===== src/rtl/mtkr_pkg.sv =====
// ============================================================================
// Mod-tap key resolver package
// Shared operation codes, result kinds, sequencer states and beat structures.
// ============================================================================
`default_nettype none

package mtkr_pkg;

    // Operation code of an input beat
    typedef enum logic [1:0] {
        OP_PRESS   = 2'd0,
        OP_RELEASE = 2'd1,
        OP_KEY     = 2'd2,
        OP_NONE    = 2'd3
    } t_op;

    // Kind of a result beat
    typedef enum logic [3:0] {
        KIND_PASS       = 4'd0,
        KIND_CAPTURED   = 4'd1,
        KIND_DROPPED    = 4'd2,
        KIND_RECORDED   = 4'd3,
        KIND_FULL       = 4'd4,
        KIND_NO_MATCH   = 4'd5,
        KIND_REGISTER   = 4'd6,
        KIND_UNREGISTER = 4'd7,
        KIND_KEY        = 4'd8,
        KIND_REPORT     = 4'd9
    } t_kind;

    // Sequencer states
    typedef enum logic [3:0] {
        ST_IDLE,
        ST_HSCAN,
        ST_CSCAN,
        ST_DECIDE,
        ST_SINGLE,
        ST_REG,
        ST_KEY_PRESS,
        ST_TAP_PRESS,
        ST_FLUSH,
        ST_TAP_REL,
        ST_UNREG,
        ST_REPORT
    } t_state;

    // One result beat
    typedef struct packed {
        t_kind       kind;
        logic [7:0]  mods;
        logic [15:0] page;
        logic [15:0] code;
        logic        pressed;
        logic        last;
    } t_beat;

    // Flags from the shared slot compare unit
    typedef struct packed {
        logic h_free;
        logic h_match;
        logic c_free;
        logic c_match;
    } t_cmp;

    localparam logic [15:0] TAP_PAGE_RESET = 16'd7;

endpackage

`default_nettype wire


===== src/rtl/mtkr_slot_cmp.sv =====
// ============================================================================
// Mod-tap slot compare unit
// Compares one held binding slot and one capture slot against the current beat.
// ============================================================================
`default_nettype none

module mtkr_slot_cmp (
    input  wire logic [7:0]   i_held_mods,
    input  wire logic [15:0]  i_held_code,
    input  wire logic         i_cap_valid,
    input  wire logic [15:0]  i_cap_code,
    input  wire logic [7:0]   i_mods,
    input  wire logic [15:0]  i_code,
    output mtkr_pkg::t_cmp    o_flags
);

    always_comb begin
        o_flags.h_free  = (i_held_mods == 8'd0);
        o_flags.h_match = (i_held_mods == i_mods) && (i_held_code == i_code);
        o_flags.c_free  = !i_cap_valid;
        o_flags.c_match = i_cap_valid && (i_cap_code == i_code);
    end

endmodule

`default_nettype wire


===== src/rtl/mtkr_out_reg.sv =====
// ============================================================================
// Mod-tap result register
// Holds one result beat until the downstream side takes it.
// ============================================================================
`default_nettype none

module mtkr_out_reg (
    input  wire logic             i_clk,
    input  wire logic             i_rst_n,
    input  wire logic             i_load,
    input  wire mtkr_pkg::t_beat  i_beat,
    input  wire logic             i_out_stall,
    output logic                  o_out_valid,
    output mtkr_pkg::t_beat       o_beat,
    output logic                  o_free
);

    logic            r_valid;
    mtkr_pkg::t_beat r_beat;

    // Control: hold while stalled, drop once taken
    always_ff @(posedge i_clk) begin
        if (!i_rst_n) begin
            r_valid <= 1'b0;
        end else if (i_load) begin
            r_valid <= 1'b1;
        end else if (!i_out_stall) begin
            r_valid <= 1'b0;
        end
    end

    always_ff @(posedge i_clk) begin
        if (i_load) begin
            r_beat <= i_beat;
        end
    end

    assign o_free      = !r_valid || !i_out_stall;
    assign o_out_valid = r_valid;
    assign o_beat      = r_beat;

endmodule

`default_nettype wire


===== src/rtl/mod_tap_key_resolver_unit.sv =====
// ============================================================================
// Mod-tap key resolver
// Tracks held mod-tap bindings and captured key presses, emits result beats.
// ============================================================================
// Sequence: a scan of every held slot (then of every capture slot for key events),
//   a decide step, then one result beat per cycle while the output is free; a
//   tap flush walks every capture slot in order, emitting each captured key on the way.
// A new input beat is taken only once the previous one is finished and the sequencer is idle.
// Reset: synchronous; clears held table, capture flags and mods; tap page 7.
`default_nettype none

module mod_tap_key_resolver_unit #(
    parameter int HELD_SLOTS    = 4,
    parameter int CAPTURE_SLOTS = 4
) (
    input  wire logic         i_clk,
    input  wire logic         i_rst_n,
    // Configuration: tap usage page
    input  wire logic         i_cfg_we,
    input  wire logic [15:0]  i_cfg_wdata,
    // Input channel
    input  wire logic         i_in_valid,
    output logic              o_in_stall,
    input  wire logic [1:0]   i_operation,
    input  wire logic [7:0]   i_mods,
    input  wire logic [15:0]  i_keycode,
    input  wire logic         i_key_state,
    input  wire logic [15:0]  i_usage_page,
    // Output channel
    output logic              o_out_valid,
    input  wire logic         i_out_stall,
    output logic [3:0]        o_kind,
    output logic [7:0]        o_mods_out,
    output logic [15:0]       o_page_out,
    output logic [15:0]       o_code_out,
    output logic              o_pressed_out,
    output logic              o_last
);

    // Index widths: one shared scan counter walks both tables
    localparam int HW = (HELD_SLOTS > 1) ? $clog2(HELD_SLOTS) : 1;
    localparam int CW = (CAPTURE_SLOTS > 1) ? $clog2(CAPTURE_SLOTS) : 1;
    localparam int IW = (HW > CW) ? HW : CW;
    localparam logic [IW-1:0] HELD_LAST = IW'(HELD_SLOTS - 1);
    localparam logic [IW-1:0] CAP_LAST  = IW'(CAPTURE_SLOTS - 1);

    // ------------------------------------------------------------------
    // Tables
    // ------------------------------------------------------------------
    logic [7:0]  r_held_mods  [HELD_SLOTS];
    logic [15:0] r_held_code  [HELD_SLOTS];
    logic        r_held_pend  [HELD_SLOTS];
    logic [7:0]  r_held_prior [HELD_SLOTS];

    logic        r_cap_valid  [CAPTURE_SLOTS];
    logic [7:0]  r_cap_mods   [CAPTURE_SLOTS];
    logic [15:0] r_cap_page   [CAPTURE_SLOTS];
    logic [15:0] r_cap_code   [CAPTURE_SLOTS];

    logic [15:0] r_tap_page;

    // ------------------------------------------------------------------
    // Sequencer and work registers
    // ------------------------------------------------------------------
    mtkr_pkg::t_state r_state, n_state;
    logic [IW-1:0]    r_idx, n_idx;

    mtkr_pkg::t_op    r_op, n_op;
    logic [7:0]       r_mods, n_mods;
    logic [15:0]      r_code, n_code;
    logic             r_kstate, n_kstate;
    logic [15:0]      r_page, n_page;

    logic [7:0]       r_acc_or, n_acc_or;     // OR of held mods
    logic             r_hok, n_hok;           // held slot found
    logic [HW-1:0]    r_hfound, n_hfound;
    logic [7:0]       r_hprior, n_hprior;
    logic             r_hpend, n_hpend;
    logic             r_cok, n_cok;           // capture slot found
    logic [CW-1:0]    r_cfound, n_cfound;
    logic [7:0]       r_cmods, n_cmods;
    logic [15:0]      r_cpage, n_cpage;
    logic [7:0]       r_emods, n_emods;       // mods for register/unregister beats
    mtkr_pkg::t_kind  r_kind, n_kind;         // kind of the closing single beat

    // Decoded table updates
    logic             w_hold_wr;
    logic             w_hold_clr;
    logic             w_settle;
    logic [7:0]       w_settle_mask;
    logic             w_cap_wr;
    logic             w_cap_clr;
    logic [CW-1:0]    w_cap_clr_idx;

    logic [HW-1:0]    w_hidx;
    logic [CW-1:0]    w_cidx;
    mtkr_pkg::t_cmp   w_flags;
    logic             w_hsel;
    logic             w_csel;
    logic             w_adv;
    logic             w_tap_last;

    // Result register hookup
    logic             w_load;
    mtkr_pkg::t_beat  w_beat;
    mtkr_pkg::t_beat  w_obeat;
    logic             w_free;

    assign w_hidx = r_idx[HW-1:0];
    assign w_cidx = r_idx[CW-1:0];

    // Shared compare unit: sees the slot at the scan counter in each table
    mtkr_slot_cmp u_cmp (
        .i_held_mods (r_held_mods[w_hidx]),
        .i_held_code (r_held_code[w_hidx]),
        .i_cap_valid (r_cap_valid[w_cidx]),
        .i_cap_code  (r_cap_code[w_cidx]),
        .i_mods      (r_mods),
        .i_code      (r_code),
        .o_flags     (w_flags)
    );

    mtkr_out_reg u_out (
        .i_clk       (i_clk),
        .i_rst_n     (i_rst_n),
        .i_load      (w_load),
        .i_beat      (w_beat),
        .i_out_stall (i_out_stall),
        .o_out_valid (o_out_valid),
        .o_beat      (w_obeat),
        .o_free      (w_free)
    );

    assign o_kind        = w_obeat.kind;
    assign o_mods_out    = w_obeat.mods;
    assign o_page_out    = w_obeat.page;
    assign o_code_out    = w_obeat.code;
    assign o_pressed_out = w_obeat.pressed;
    assign o_last        = w_obeat.last;

    // Accept a new input beat only between items
    assign o_in_stall = (r_state != mtkr_pkg::ST_IDLE);

    assign w_hsel     = (r_op == mtkr_pkg::OP_PRESS) ? w_flags.h_free : w_flags.h_match;
    assign w_csel     = r_kstate ? w_flags.c_free : w_flags.c_match;
    assign w_tap_last = (r_hprior == 8'd0);

    // ------------------------------------------------------------------
    // Sequencer: next state, work registers and result beats
    // ------------------------------------------------------------------
    always_comb begin
        n_state   = r_state;
        n_idx     = r_idx;
        n_op      = r_op;
        n_mods    = r_mods;
        n_code    = r_code;
        n_kstate  = r_kstate;
        n_page    = r_page;
        n_acc_or  = r_acc_or;
        n_hok     = r_hok;
        n_hfound  = r_hfound;
        n_hprior  = r_hprior;
        n_hpend   = r_hpend;
        n_cok     = r_cok;
        n_cfound  = r_cfound;
        n_cmods   = r_cmods;
        n_cpage   = r_cpage;
        n_emods   = r_emods;
        n_kind    = r_kind;

        w_hold_wr     = 1'b0;
        w_hold_clr    = 1'b0;
        w_settle      = 1'b0;
        w_settle_mask = 8'd0;
        w_cap_wr      = 1'b0;
        w_cap_clr     = 1'b0;
        w_cap_clr_idx = r_cfound;
        w_adv         = 1'b0;

        w_load = 1'b0;
        w_beat = '0;

        case (r_state)
            mtkr_pkg::ST_IDLE: begin
                if (i_in_valid) begin
                    n_op     = mtkr_pkg::t_op'(i_operation);
                    n_mods   = i_mods;
                    n_code   = i_keycode;
                    n_kstate = i_key_state;
                    n_page   = i_usage_page;
                    n_idx    = '0;
                    n_acc_or = 8'd0;
                    n_hok    = 1'b0;
                    n_cok    = 1'b0;
                    // The unused operation code is swallowed without a result
                    if (mtkr_pkg::t_op'(i_operation) != mtkr_pkg::OP_NONE) begin
                        n_state = mtkr_pkg::ST_HSCAN;
                    end
                end
            end

            mtkr_pkg::ST_HSCAN: begin
                n_acc_or = r_acc_or | r_held_mods[w_hidx];
                if (w_hsel && !r_hok) begin
                    n_hok    = 1'b1;
                    n_hfound = w_hidx;
                    n_hprior = r_held_prior[w_hidx];
                    n_hpend  = r_held_pend[w_hidx];
                end
                if (r_idx == HELD_LAST) begin
                    n_idx   = '0;
                    n_state = (r_op == mtkr_pkg::OP_KEY) ? mtkr_pkg::ST_CSCAN
                                                         : mtkr_pkg::ST_DECIDE;
                end else begin
                    n_idx = r_idx + IW'(1);
                end
            end

            mtkr_pkg::ST_CSCAN: begin
                if (w_csel && !r_cok) begin
                    n_cok    = 1'b1;
                    n_cfound = w_cidx;
                    n_cmods  = r_cap_mods[w_cidx];
                    n_cpage  = r_cap_page[w_cidx];
                end
                if (r_idx == CAP_LAST) begin
                    n_idx   = '0;
                    n_state = mtkr_pkg::ST_DECIDE;
                end else begin
                    n_idx = r_idx + IW'(1);
                end
            end

            mtkr_pkg::ST_DECIDE: begin
                n_state = mtkr_pkg::ST_SINGLE;
                case (r_op)
                    mtkr_pkg::OP_PRESS: begin
                        w_hold_wr = r_hok;
                        n_kind    = r_hok ? mtkr_pkg::KIND_RECORDED : mtkr_pkg::KIND_FULL;
                    end
                    mtkr_pkg::OP_RELEASE: begin
                        if (!r_hok) begin
                            n_kind = mtkr_pkg::KIND_NO_MATCH;
                        end else begin
                            w_hold_clr = 1'b1;
                            if (r_hpend) begin
                                n_emods = r_hprior;
                                if (r_hprior != 8'd0) begin
                                    w_settle      = 1'b1;
                                    w_settle_mask = r_hprior;
                                    n_state       = mtkr_pkg::ST_REG;
                                end else begin
                                    n_state = mtkr_pkg::ST_TAP_PRESS;
                                end
                            end else begin
                                n_emods = r_mods;
                                n_state = mtkr_pkg::ST_UNREG;
                            end
                        end
                    end
                    mtkr_pkg::OP_KEY: begin
                        n_kind = mtkr_pkg::KIND_PASS;
                        if (r_acc_or != 8'd0) begin
                            if (r_kstate) begin
                                w_cap_wr = r_cok;
                                n_kind   = r_cok ? mtkr_pkg::KIND_CAPTURED
                                                 : mtkr_pkg::KIND_DROPPED;
                            end else if (r_cok) begin
                                // Captured key released: register its mods, replay it
                                w_settle      = 1'b1;
                                w_settle_mask = r_cmods;
                                w_cap_clr     = 1'b1;
                                n_emods       = r_cmods;
                                n_state       = mtkr_pkg::ST_REG;
                            end
                        end
                    end
                    default: begin
                        n_state = mtkr_pkg::ST_IDLE;
                    end
                endcase
            end

            mtkr_pkg::ST_SINGLE: begin
                if (w_free) begin
                    w_load      = 1'b1;
                    w_beat.kind = r_kind;
                    w_beat.last = 1'b1;
                    n_state     = mtkr_pkg::ST_IDLE;
                end
            end

            mtkr_pkg::ST_REG: begin
                if (w_free) begin
                    w_load      = 1'b1;
                    w_beat.kind = mtkr_pkg::KIND_REGISTER;
                    w_beat.mods = r_emods;
                    n_state     = (r_op == mtkr_pkg::OP_RELEASE) ? mtkr_pkg::ST_TAP_PRESS
                                                                 : mtkr_pkg::ST_KEY_PRESS;
                end
            end

            mtkr_pkg::ST_KEY_PRESS: begin
                if (w_free) begin
                    w_load         = 1'b1;
                    w_beat.kind    = mtkr_pkg::KIND_KEY;
                    w_beat.page    = r_cpage;
                    w_beat.code    = r_code;
                    w_beat.pressed = 1'b1;
                    n_state        = mtkr_pkg::ST_SINGLE;
                end
            end

            mtkr_pkg::ST_TAP_PRESS: begin
                if (w_free) begin
                    w_load         = 1'b1;
                    w_beat.kind    = mtkr_pkg::KIND_KEY;
                    w_beat.page    = r_tap_page;
                    w_beat.code    = r_code;
                    w_beat.pressed = 1'b1;
                    n_idx          = '0;
                    n_state        = mtkr_pkg::ST_FLUSH;
                end
            end

            mtkr_pkg::ST_FLUSH: begin
                if (r_cap_valid[w_cidx]) begin
                    if (w_free) begin
                        w_load         = 1'b1;
                        w_beat.kind    = mtkr_pkg::KIND_KEY;
                        w_beat.page    = r_cap_page[w_cidx];
                        w_beat.code    = r_cap_code[w_cidx];
                        w_beat.pressed = 1'b1;
                        w_cap_clr      = 1'b1;
                        w_cap_clr_idx  = w_cidx;
                        w_adv          = 1'b1;
                    end
                end else begin
                    w_adv = 1'b1;
                end
                if (w_adv) begin
                    if (r_idx == CAP_LAST) begin
                        n_idx   = '0;
                        n_state = mtkr_pkg::ST_TAP_REL;
                    end else begin
                        n_idx = r_idx + IW'(1);
                    end
                end
            end

            mtkr_pkg::ST_TAP_REL: begin
                if (w_free) begin
                    w_load      = 1'b1;
                    w_beat.kind = mtkr_pkg::KIND_KEY;
                    w_beat.page = r_tap_page;
                    w_beat.code = r_code;
                    w_beat.last = w_tap_last;
                    n_state     = w_tap_last ? mtkr_pkg::ST_IDLE : mtkr_pkg::ST_UNREG;
                end
            end

            mtkr_pkg::ST_UNREG: begin
                if (w_free) begin
                    w_load      = 1'b1;
                    w_beat.kind = mtkr_pkg::KIND_UNREGISTER;
                    w_beat.mods = r_emods;
                    n_state     = mtkr_pkg::ST_REPORT;
                end
            end

            mtkr_pkg::ST_REPORT: begin
                if (w_free) begin
                    w_load      = 1'b1;
                    w_beat.kind = mtkr_pkg::KIND_REPORT;
                    w_beat.last = 1'b1;
                    n_state     = mtkr_pkg::ST_IDLE;
                end
            end

            default: begin
                n_state = mtkr_pkg::ST_IDLE;
            end
        endcase
    end

    // State register and scan counter
    always_ff @(posedge i_clk) begin
        if (!i_rst_n) begin
            r_state <= mtkr_pkg::ST_IDLE;
            r_idx   <= '0;
        end else begin
            r_state <= n_state;
            r_idx   <= n_idx;
        end
    end

    // Work registers: every field is loaded before it is read
    always_ff @(posedge i_clk) begin
        r_op     <= n_op;
        r_mods   <= n_mods;
        r_code   <= n_code;
        r_kstate <= n_kstate;
        r_page   <= n_page;
        r_acc_or <= n_acc_or;
        r_hok    <= n_hok;
        r_hfound <= n_hfound;
        r_hprior <= n_hprior;
        r_hpend  <= n_hpend;
        r_cok    <= n_cok;
        r_cfound <= n_cfound;
        r_cmods  <= n_cmods;
        r_cpage  <= n_cpage;
        r_emods  <= n_emods;
        r_kind   <= n_kind;
    end

    // Tap usage page register
    always_ff @(posedge i_clk) begin
        if (!i_rst_n) begin
            r_tap_page <= mtkr_pkg::TAP_PAGE_RESET;
        end else if (i_cfg_we) begin
            r_tap_page <= i_cfg_wdata;
        end
    end

    // Held binding table
    always_ff @(posedge i_clk) begin
        if (!i_rst_n) begin
            for (int k = 0; k < HELD_SLOTS; k++) begin
                r_held_mods[k]  <= 8'd0;
                r_held_code[k]  <= 16'd0;
                r_held_pend[k]  <= 1'b0;
                r_held_prior[k] <= 8'd0;
            end
        end else begin
            // Settle: drop pending on every slot whose mods are covered by the mask
            if (w_settle) begin
                for (int k = 0; k < HELD_SLOTS; k++) begin
                    if ((r_held_mods[k] & w_settle_mask) == r_held_mods[k]) begin
                        r_held_pend[k] <= 1'b0;
                    end
                end
            end
            if (w_hold_wr) begin
                r_held_mods[r_hfound]  <= r_mods;
                r_held_code[r_hfound]  <= r_code;
                r_held_pend[r_hfound]  <= 1'b1;
                r_held_prior[r_hfound] <= r_acc_or;
            end
            // Release: strip released mods from every prior mask, free the slot
            // (the pending bit of a freed slot is kept)
            if (w_hold_clr) begin
                for (int k = 0; k < HELD_SLOTS; k++) begin
                    r_held_prior[k] <= r_held_prior[k] & ~r_mods;
                end
                r_held_mods[r_hfound]  <= 8'd0;
                r_held_code[r_hfound]  <= 16'd0;
                r_held_prior[r_hfound] <= 8'd0;
            end
        end
    end

    // Capture table control: valid bits and tag mods
    always_ff @(posedge i_clk) begin
        if (!i_rst_n) begin
            for (int k = 0; k < CAPTURE_SLOTS; k++) begin
                r_cap_valid[k] <= 1'b0;
                r_cap_mods[k]  <= 8'd0;
            end
        end else begin
            if (w_cap_wr) begin
                r_cap_valid[r_cfound] <= 1'b1;
                r_cap_mods[r_cfound]  <= r_acc_or;
            end
            if (w_cap_clr) begin
                r_cap_valid[w_cap_clr_idx] <= 1'b0;
                r_cap_mods[w_cap_clr_idx]  <= 8'd0;
            end
        end
    end

    // Capture table payload, read only behind a valid bit
    always_ff @(posedge i_clk) begin
        if (w_cap_wr) begin
            r_cap_page[r_cfound] <= r_page;
            r_cap_code[r_cfound] <= r_code;
        end
    end

`ifndef SYNTHESIS
    // A report beat always closes its item
    a_report_last: assert property (@(posedge i_clk) disable iff (!i_rst_n)
        o_out_valid && (o_kind == mtkr_pkg::KIND_REPORT) |-> o_last)
        else $error("report beat without last");

    // Key event beats never carry modifier bits
    a_key_no_mods: assert property (@(posedge i_clk) disable iff (!i_rst_n)
        o_out_valid && (o_kind == mtkr_pkg::KIND_KEY) |-> (o_mods_out == 8'd0))
        else $error("key event beat carries mods");

    // The ignored operation code leaves the sequencer idle
    a_none_idle: assert property (@(posedge i_clk) disable iff (!i_rst_n)
        i_in_valid && !o_in_stall && (i_operation == mtkr_pkg::OP_NONE)
        |=> (r_state == mtkr_pkg::ST_IDLE))
        else $error("ignored operation started a scan");

    // The held scan never walks past the table
    a_hscan_range: assert property (@(posedge i_clk) disable iff (!i_rst_n)
        (r_state == mtkr_pkg::ST_HSCAN) |-> (r_idx <= HELD_LAST))
        else $error("held scan index out of range");
`endif

endmodule

`default_nettype wire

===== config.mk =====
export PLATFORM = sky130hd
export DESIGN_NAME = mod_tap_key_resolver_unit
export DESIGN_NICKNAME = d
export VERILOG_FILES = /design/src/rtl/mtkr_pkg.sv /design/src/rtl/mtkr_slot_cmp.sv /design/src/rtl/mtkr_out_reg.sv /design/src/rtl/mod_tap_key_resolver_unit.sv
export SDC_FILE = /design/constraint.sdc
export NUM_CORES = 1
export LEC_CHECK = 0
export BUFFER_PORTS_ARGS = -buffer_cell sky130_fd_sc_hd__buf_4
export CAP_MARGIN = 0
export CELL_PAD_IN_SITES_DETAIL_PLACEMENT = 0
export CELL_PAD_IN_SITES_GLOBAL_PLACEMENT = 1
export CORE_ASPECT_RATIO = 0.8
export CORE_MARGIN = 2
export CORE_UTILIZATION = 47
export DETAILED_ROUTE_END_ITERATION = 7
export HOLD_SLACK_MARGIN = 0.05
export PLACE_DENSITY = 0.77
export SLEW_MARGIN = 10
export SYNTH_ARGS = -nofsm -noshare
export SYNTH_HDL_FRONTEND = slang
export SYNTH_SLANG_ARGS = --single-unit

===== constraint.sdc =====
create_clock -name i_clk -period 4.3 [get_ports i_clk]
set_input_delay 0.86 -clock i_clk [delete_from_list [all_inputs] [get_ports i_clk]]
set_output_delay 0.86 -clock i_clk [all_outputs]
set_load 0.03 [all_outputs]

==> run_summary.xml, run 1 <==
<?xml version="1.0" encoding="UTF-8"?>
<metrics>
  <group name="hold_path">
    <metric name="hold_start" unit="">i_usage_page[13]</metric>
    <metric name="hold_end" unit="">r_page[13]</metric>
    <metric name="hold_path_class" unit="">primary input to register</metric>
    <metric name="whs_path_depth" unit="">1</metric>
  </group>
  <group name="cells_and_area">
    <metric name="antenna_cells_inserted" unit="">0</metric>
    <metric name="layout.cells.non_filler" unit="">1985</metric>
    <metric name="areaGrowthSynthToFinish" unit="%">14.81</metric>
    <metric name="final.fill_count" unit="">3318</metric>
    <metric name="drive_gt1_share" unit="%">21.56</metric>
    <metric name="postLayoutCellArea" unit="um2">22990</metric>
    <metric name="finish.net_count" unit="">1470</metric>
  </group>
  <group name="worst_setup_path">
    <metric name="worst-r2r-setup-slack" unit="ns">0.77</metric>
    <metric name="critPathLaunchType" unit="">register</metric>
    <metric name="critPathTopFamily" unit="">compound AO/OA/AOI/OAI gates</metric>
    <metric name="crit_path_top_delay_cell" unit="">sky130_fd_sc_hd__dfxtp_4</metric>
    <metric name="crit_path_max_incr_delay" unit="ns">0.87</metric>
    <metric name="cp_num_cells" unit="">5</metric>
    <metric name="crit-reg2reg-capture" unit="">r_cap_mods[3][0]</metric>
    <metric name="worstPathBufferInverterCount" unit="">0</metric>
    <metric name="critical_path.endpoint_type" unit="">register</metric>
    <metric name="critical_path_class" unit="">register to register</metric>
    <metric name="crit_required" unit="ns">4.49</metric>
    <metric name="r2r_cells" unit="">5</metric>
    <metric name="critical_path.cell_chain" unit="">mux4_2 &gt; and4_4 &gt; a31oi_2 &gt; nand2_1 &gt; a21oi_1</metric>
    <metric name="crit_arrival" unit="ns">3.72</metric>
    <metric name="crit_fanout" unit="">38</metric>
  </group>
  <group name="floorplan">
    <metric name="core_area" unit="um2">42000</metric>
    <metric name="die-area" unit="um2">44280</metric>
    <metric name="initial_core_utilization" unit="%">47.67</metric>
    <metric name="dieHeight" unit="um">188.6</metric>
    <metric name="die_x" unit="um">234.8</metric>
    <metric name="io_pins" unit="">112</metric>
    <metric name="row_count" unit="">67</metric>
  </group>
  <group name="yosys">
    <metric name="async_reset_ff_share" unit="%">0</metric>
    <metric name="seq_area_frac_synth" unit="%">68.59</metric>
    <metric name="netlist_area" unit="um2">20020</metric>
    <metric name="synth.top_cells.by_area" unit="">sky130_fd_sc_hd__edfxtp_1 (65%), sky130_fd_sc_hd__mux4_2 (7.4%), sky130_fd_sc_hd__and2_1 (3.3%), sky130_fd_sc_hd__dfxtp_1 (3.2%), sky130_fd_sc_hd__mux2i_1 (2.0%)</metric>
    <metric name="synth.ff_latch_count" unit="">468</metric>
    <metric name="synth_top_cell_by_area" unit="">sky130_fd_sc_hd__edfxtp_1</metric>
    <metric name="yosysUniqueCellTypes" unit="">66</metric>
    <metric name="netlist_top_cells_count" unit="">sky130_fd_sc_hd__edfxtp_1 (436), sky130_fd_sc_hd__and2_1 (107), sky130_fd_sc_hd__mux4_2 (66)</metric>
    <metric name="synth_most_common_cell" unit="">sky130_fd_sc_hd__edfxtp_1</metric>
    <metric name="synth_edf_count" unit="">436</metric>
    <metric name="synthesis.area_per_instance" unit="um2">15.58</metric>
    <metric name="synth_fp_nets" unit="">1357</metric>
    <metric name="synthCells" unit="">1285</metric>
    <metric name="yosys_warnings" unit="">0</metric>
    <metric name="synth_ff_type" unit="">sky130_fd_sc_hd__edfxtp_1</metric>
    <metric name="synth_top_cell_area_share" unit="%">65.39</metric>
  </group>
  <group name="placed_design">
    <metric name="gp_congestion" unit="">0.9272</metric>
    <metric name="post_dp_cell_area" unit="um2">21490</metric>
    <metric name="dp_hpwl" unit="um">33470</metric>
    <metric name="io_buffers" unit="">111</metric>
    <metric name="placed_cells_incl_taps" unit="">1901</metric>
  </group>
  <group name="global_routing">
    <metric name="via_count_of_the_first_global_routing_pass" unit="">11630</metric>
    <metric name="grt_max_degree" unit="">47</metric>
    <metric name="total_congestion_overflow_after_global_routing" unit="">0</metric>
    <metric name="grt_pass1_wl" unit="um">74540</metric>
    <metric name="globalRouteTotalUtil" unit="%">22.15</metric>
    <metric name="antenna_found_initial" unit="">1</metric>
  </group>
  <group name="cts">
    <metric name="setup_buffers_after_cts" unit="">0</metric>
    <metric name="tritoncts" unit="">done</metric>
    <metric name="insertion_delay" unit="ns">0.58</metric>
    <metric name="cts-root-to-sink-buffers" unit="">3</metric>
    <metric name="cts_hold_buffers" unit="">0</metric>
    <metric name="cts.root.buffer_cell" unit="">sky130_fd_sc_hd__clkbuf_16</metric>
    <metric name="clkTransAtPathRegs" unit="ns">0.06</metric>
    <metric name="post_cts_resize_count" unit="">0</metric>
    <metric name="cts.htree.levels" unit="">2</metric>
    <metric name="cts_sinks" unit="">468</metric>
    <metric name="cts-buffers-inserted" unit="">46</metric>
  </group>
  <group name="pwr">
    <metric name="powerDensity" unit="nW/um2">550.1</metric>
    <metric name="worst_ir_drop_vdd" unit="mV">0.3535</metric>
    <metric name="p_leak" unit="nW">8.035</metric>
  </group>
  <group name="timing">
    <metric name="timing.final.setup_violations" unit="">0</metric>
    <metric name="final_min_period_over_clock_period" unit="%">82.19</metric>
    <metric name="setup_repair_after_global_routing_missed_its_margin" unit="">false</metric>
    <metric name="maxSlewHeadroom" unit="%">26.01</metric>
    <metric name="worst_tran_pin_value" unit="ns">1.101</metric>
    <metric name="slew_viol_final" unit="">0</metric>
    <metric name="finalCriticalPeriod" unit="ns">3.534</metric>
    <metric name="max_clock_freq" unit="GHz">0.2830</metric>
    <metric name="hold_viol" unit="">0</metric>
    <metric name="fin_skew" unit="ns">0.02460</metric>
    <metric name="fin_setup_tns" unit="ns">0</metric>
  </group>
  <group name="drt">
    <metric name="drt-initial-drc-count" unit="">1421</metric>
    <metric name="antenna_left" unit="">0</metric>
    <metric name="routed_via_density" unit="">5.978</metric>
    <metric name="post_detailed_route_wirelength_per_cell" unit="um">24.75</metric>
    <metric name="detail_route.drc_violations" unit="">0</metric>
    <metric name="routed_via_count" unit="">11870</metric>
    <metric name="number_of_detailed_route_iterations_in_the_first_pass" unit="">5</metric>
    <metric name="wirelength" unit="um">49140</metric>
  </group>
  <group name="run">
    <metric name="cap_viol_max_count" unit="">0</metric>
  </group>
  <group name="outcome">
    <metric name="run_status" unit="">completed</metric>
  </group>
</metrics>
-- power breakdown --
| part | internal, mW | switching [mW] |
|---|---|---|
| sequential | 5.56 | 0.630 |
| clock | 2.26 | 1.73 |
| combinational | 1.01 | 1.45 |
| total | 8.83 | 3.82 |
-- cells in the final DEF (no fill, tap or decap), drive strengths merged, types with 16 or more instances in the layout --
cell type	count
xnor2	30
o21ai	32
a32o	32
edfxtp	436
inv	45
buf	146
nor2b	18
nor3	35
clkbuf	56
nor2	57
nand3	16
nand2	57
a21oi	28
dfxtp	32
a222oi	16
clkinv	19
mux2i	41
mux4	66
and2	107
-- per-stage QoR --
step / power [mW] / setup slack, ns / hold WS (ns) / utilization [%]
2_1_floorplan: 7.783 / 0.01651 / 0.4217 / -
3_3_place_gp: 8.709 / 0.8047 / 0.4626 / 51.17
3_5_place_dp: 8.726 / 0.7531 / 0.4702 / 51.17
4_1_cts: 12.70 / 0.7196 / 0.4248 / 54.72
5_1_grt: 13.13 / 0.4098 / 0.4270 / 54.74
6_report: 12.65 / 0.7659 / 0.4477 / 54.74
-- final cells by class --
cell class | count | area [um2] | share of cell area [%]
Sequential cell | 468 | 13740 | 59.77
Multi-Input combinational cell | 693 | 5798 | 25.22
Clock buffer | 56 | 1209 | 5.258
Timing Repair Buffer | 146 | 1106 | 4.811
Tap cell | 552 | 690.7 | 3.004
Clock inverter | 27 | 282.8 | 1.230
Inverter | 43 | 161.4 | 0.7021
-- worst max-delay path by stage --
| stage | from | endpoint | slack, ns |
|---|---|---|---|
| 2_1_floorplan | r_state[2] | r_cap_code[2][0] | 0.02 |
| 3_3_place_gp | register | r_cpage[15] | 0.80 |
| 3_5_place_dp | register | r_cpage[0] | 0.75 |
| 4_1_cts | register | r_cap_mods[3][0] | 0.72 |
| 5_1_grt | r_op[0] | r_cap_valid[0] | 0.41 |
| 6_report | register | r_cap_mods[3][0] | 0.77 |
-- cells by family (layout without fill, tap and decap cells) --
kind of cell,after synthesis,after routing,synth area share [%]
and+or+nand+nor,345,345,9.455
xor gates and xnor gates,38,38,1.662
buffers and inverters,124,272,2.662
adders and majority gates,8,8,0.4999
AOI/OAI and AO/OA,191,191,7.436
DFF,468,468,68.59
muxes,111,111,9.698
-- layer usage --
layer	vias up	GRT usage [%]	share of wire, %
met5	-	0	0
li1	5233	-	-
met1	6010	33.68	45
met3	67	4.307	8.8
met2	556	32.74	44
met4	0	5.818	2.2
-- registers in the layout, summed over array words and instances, names as in the netlist, 2 cells and up, named ones only --
register / count
r_hfound: 2
r_code: 16
r_cpage: 16
u_out.o_beat: 46
r_hprior: 8
r_kind: 3
r_state: 4
r_held_prior: 32
r_held_mods: 32
r_cmods: 8
r_tap_page: 16
r_cap_code: 64
r_held_pend: 4
r_held_code: 64
r_cap_valid: 4
r_cap_mods: 32
r_cap_page: 64
r_op: 2
r_mods: 8
r_emods: 8
r_idx: 2
r_acc_or: 8
r_page: 16
r_cfound: 2
Note: power is estimated with default switching activity, not from simulation.
==> run 2, diff against run 1 <==
Clock period 4.3 ns to 3.1 ns, I/O delays scaled along.
==> run 2 against run 1 <==
Net effect: combinational power increased by 59%; maximum frequency increased by 23%; clock-buffer cell count did not move; final area grew 2.6%; total power up 43%; routed wire length decreased by 0.83%; clock power is 47% higher; die area unchanged; sequential power increased by 34%; critical path type unchanged; sequential cell count unchanged; sequential share of layout area down 1.5 points; utilization up 1.4 points.
==> run_summary.xml, run 2 (same netlist as run 1, synthesis figures left out) <==
<?xml version="1.0" encoding="UTF-8"?>
<metrics>
  <group name="floorplan">
    <metric name="row_count" unit="">67</metric>
    <metric name="initial_core_utilization" unit="%">47.67</metric>
    <metric name="io_pins" unit="">112</metric>
    <metric name="die_x" unit="um">234.8</metric>
    <metric name="die-area" unit="um2">44280</metric>
    <metric name="core_area" unit="um2">42000</metric>
    <metric name="dieHeight" unit="um">188.6</metric>
  </group>
  <group name="timing">
    <metric name="finalCriticalPeriod" unit="ns">2.874</metric>
    <metric name="fin_skew" unit="ns">0.01756</metric>
    <metric name="slew_viol_final" unit="">0</metric>
    <metric name="hold_viol" unit="">0</metric>
    <metric name="worst_tran_pin_value" unit="ns">1.270</metric>
    <metric name="setup_repair_after_global_routing_missed_its_margin" unit="">false</metric>
    <metric name="final_min_period_over_clock_period" unit="%">92.71</metric>
    <metric name="max_clock_freq" unit="GHz">0.3479</metric>
    <metric name="maxSlewHeadroom" unit="%">15.18</metric>
    <metric name="fin_setup_tns" unit="ns">0</metric>
    <metric name="timing.final.setup_violations" unit="">0</metric>
  </group>
  <group name="cts">
    <metric name="insertion_delay" unit="ns">0.57</metric>
    <metric name="cts.root.buffer_cell" unit="">sky130_fd_sc_hd__clkbuf_16</metric>
    <metric name="clkTransAtPathRegs" unit="ns">0.06</metric>
    <metric name="cts-root-to-sink-buffers" unit="">3</metric>
    <metric name="cts_hold_buffers" unit="">0</metric>
    <metric name="tritoncts" unit="">done</metric>
    <metric name="cts_sinks" unit="">468</metric>
    <metric name="cts.htree.levels" unit="">2</metric>
    <metric name="cts-buffers-inserted" unit="">47</metric>
    <metric name="post_cts_resize_count" unit="">0</metric>
  </group>
  <group name="drt">
    <metric name="detail_route.drc_violations" unit="">0</metric>
    <metric name="routed_via_density" unit="">5.948</metric>
    <metric name="drt-initial-drc-count" unit="">1358</metric>
    <metric name="routed_via_count" unit="">12110</metric>
    <metric name="wirelength" unit="um">48730</metric>
    <metric name="antenna_left" unit="">0</metric>
    <metric name="post_detailed_route_wirelength_per_cell" unit="um">23.93</metric>
    <metric name="number_of_detailed_route_iterations_in_the_first_pass" unit="">6</metric>
  </group>
  <group name="outcome">
    <metric name="run_status" unit="">completed</metric>
  </group>
  <group name="worst_setup_path">
    <metric name="critPathLaunchType" unit="">register</metric>
    <metric name="critical_path_class" unit="">register to register</metric>
    <metric name="crit_fanout" unit="">15</metric>
    <metric name="crit_required" unit="ns">3.36</metric>
    <metric name="crit_path_max_incr_delay" unit="ns">0.59</metric>
    <metric name="crit_arrival" unit="ns">3.14</metric>
    <metric name="critical_path.endpoint_type" unit="">register</metric>
    <metric name="critPathMostFrequentCell" unit="">sky130_fd_sc_hd__nand4_1</metric>
    <metric name="crit_path_top_delay_cell" unit="">sky130_fd_sc_hd__dfxtp_4</metric>
    <metric name="critical_path.cell_chain" unit="">mux4_2 &gt; xnor2_1 &gt; nand4_1 &gt; nor4_1 &gt; nand4_1 &gt; o21ai_2 &gt; buf_4</metric>
  </group>
  <group name="global_routing">
    <metric name="total_congestion_overflow_after_global_routing" unit="">0</metric>
    <metric name="globalRouteTotalUtil" unit="%">21.84</metric>
    <metric name="via_count_of_the_first_global_routing_pass" unit="">11800</metric>
    <metric name="grt_max_degree" unit="">37</metric>
    <metric name="grt_pass1_wl" unit="um">73600</metric>
    <metric name="antenna_found_initial" unit="">0</metric>
  </group>
  <group name="cells_and_area">
    <metric name="drive_gt1_share" unit="%">24.53</metric>
    <metric name="layout_commonest_cell" unit="">sky130_fd_sc_hd__edfxtp_1</metric>
    <metric name="mostFrequentLayoutCells" unit="">sky130_fd_sc_hd__edfxtp_1 (436), sky130_fd_sc_hd__buf_4 (182), sky130_fd_sc_hd__and2_1 (107), sky130_fd_sc_hd__mux4_2 (66), sky130_fd_sc_hd__nand2_1 (57)</metric>
    <metric name="largestRegisters" unit="">r_cap_code (64), r_cap_page (64), r_held_code (64)</metric>
    <metric name="antenna_cells_inserted" unit="">0</metric>
    <metric name="areaGrowthSynthToFinish" unit="%">17.75</metric>
    <metric name="finish.net_count" unit="">1517</metric>
  </group>
  <group name="placed_design">
    <metric name="io_buffers" unit="">111</metric>
    <metric name="gp_congestion" unit="">0.9482</metric>
    <metric name="dp_hpwl" unit="um">33140</metric>
  </group>
  <group name="hold_path">
    <metric name="hold_path_class" unit="">primary input to register</metric>
  </group>
  <group name="run">
    <metric name="cap_viol_max_count" unit="">0</metric>
  </group>
  <group name="pwr">
    <metric name="p_leak" unit="nW">8.364</metric>
    <metric name="powerDensity" unit="nW/um2">766.4</metric>
    <metric name="worst_ir_drop_vdd" unit="mV">0.4821</metric>
    <metric name="totalPowerFinal" unit="mW">18.07</metric>
  </group>
</metrics>
## run 2: cell types whose count changed in the layout (fill, tap and decap cells not counted), sizes merged
| cell | change |
|---|---|
| buf | +46 |
| bufinv | +3 |
| clkinv | +3 |
| inv | -2 |
| clkinvlp | +1 |
## run 2: final timing paths
kind | start | cells past startpoint | slack (ns) | end
worst max-delay path | register | 7 | 0.23 | r_cmods[6]
worst min-delay path | i_keycode[13] | 1 | 0.23 | r_code[13]
worst max register to register | register | 7 | 0.23 | r_cmods[6]
worst min register to register | r_cap_valid[1] | 1 | 0.46 | r_cap_valid[1]
## run 2: area by class of cell
type	instances	area (um2)
Clock inverter	32	367.9
Tap cell	552	690.7
Inverter	43	161.4
Clock buffer	56	1231
Sequential cell	468	13740
Fill cell	3314	18420
Timing Repair Buffer	192	1574
Multi-Input combinational cell	693	5811
## run 2: what timing repair did
action | CTS | global route
endpoints found under the hold margin | 0 | 0
buffers inserted | 0 | 1
endpoints found under the setup margin | 0 | 37
## run 2: routing by layer
metal	routed length (um)	vias up	GRT usage (%)
met5	0	-	0
met4	1204	0	6.183
met3	4155	78	4.805
met2	21560	557	32.22
met1	21810	6115	32.74
li1	-	5360	-
## run 2: power by group
group / switching, mW / internal, mW
clock network: 2.41 / 3.45
registers: 0.586 / 7.71
logic: 2.32 / 1.60
## run 2: through the flow
| step | area (um2) | hold slack (ns) | utilization [%] | setup WS, ns | std cells |
|---|---|---|---|---|---|
| 2_1_floorplan | 20070 | 0.4217 | - | 0.2563 | 1285 |
| 3_3_place_gp | 21950 | 0.4397 | 52.26 | 0.01802 | 1947 |
| 3_5_place_dp | 21950 | 0.4436 | 52.26 | 0.08466 | 1947 |
| 4_1_cts | 23550 | 0.2032 | 56.07 | 0.04905 | 2035 |
| 5_1_grt | 23580 | 0.2070 | 56.14 | 0.05315 | 2036 |
| 6_report | 23580 | 0.2285 | 56.14 | 0.2260 | 2036 |
## run 2: critical path: cells and delay by family, from the launching register on
family                    cells  cell delay (ns)
buffers and inverters         1             0.23
xor gates and xnor gates      1             0.19
AOI/OAI and AO/OA             1             0.18
and+or+nand+nor               3             0.77
DFF                           1             0.59
muxes                         1             0.58
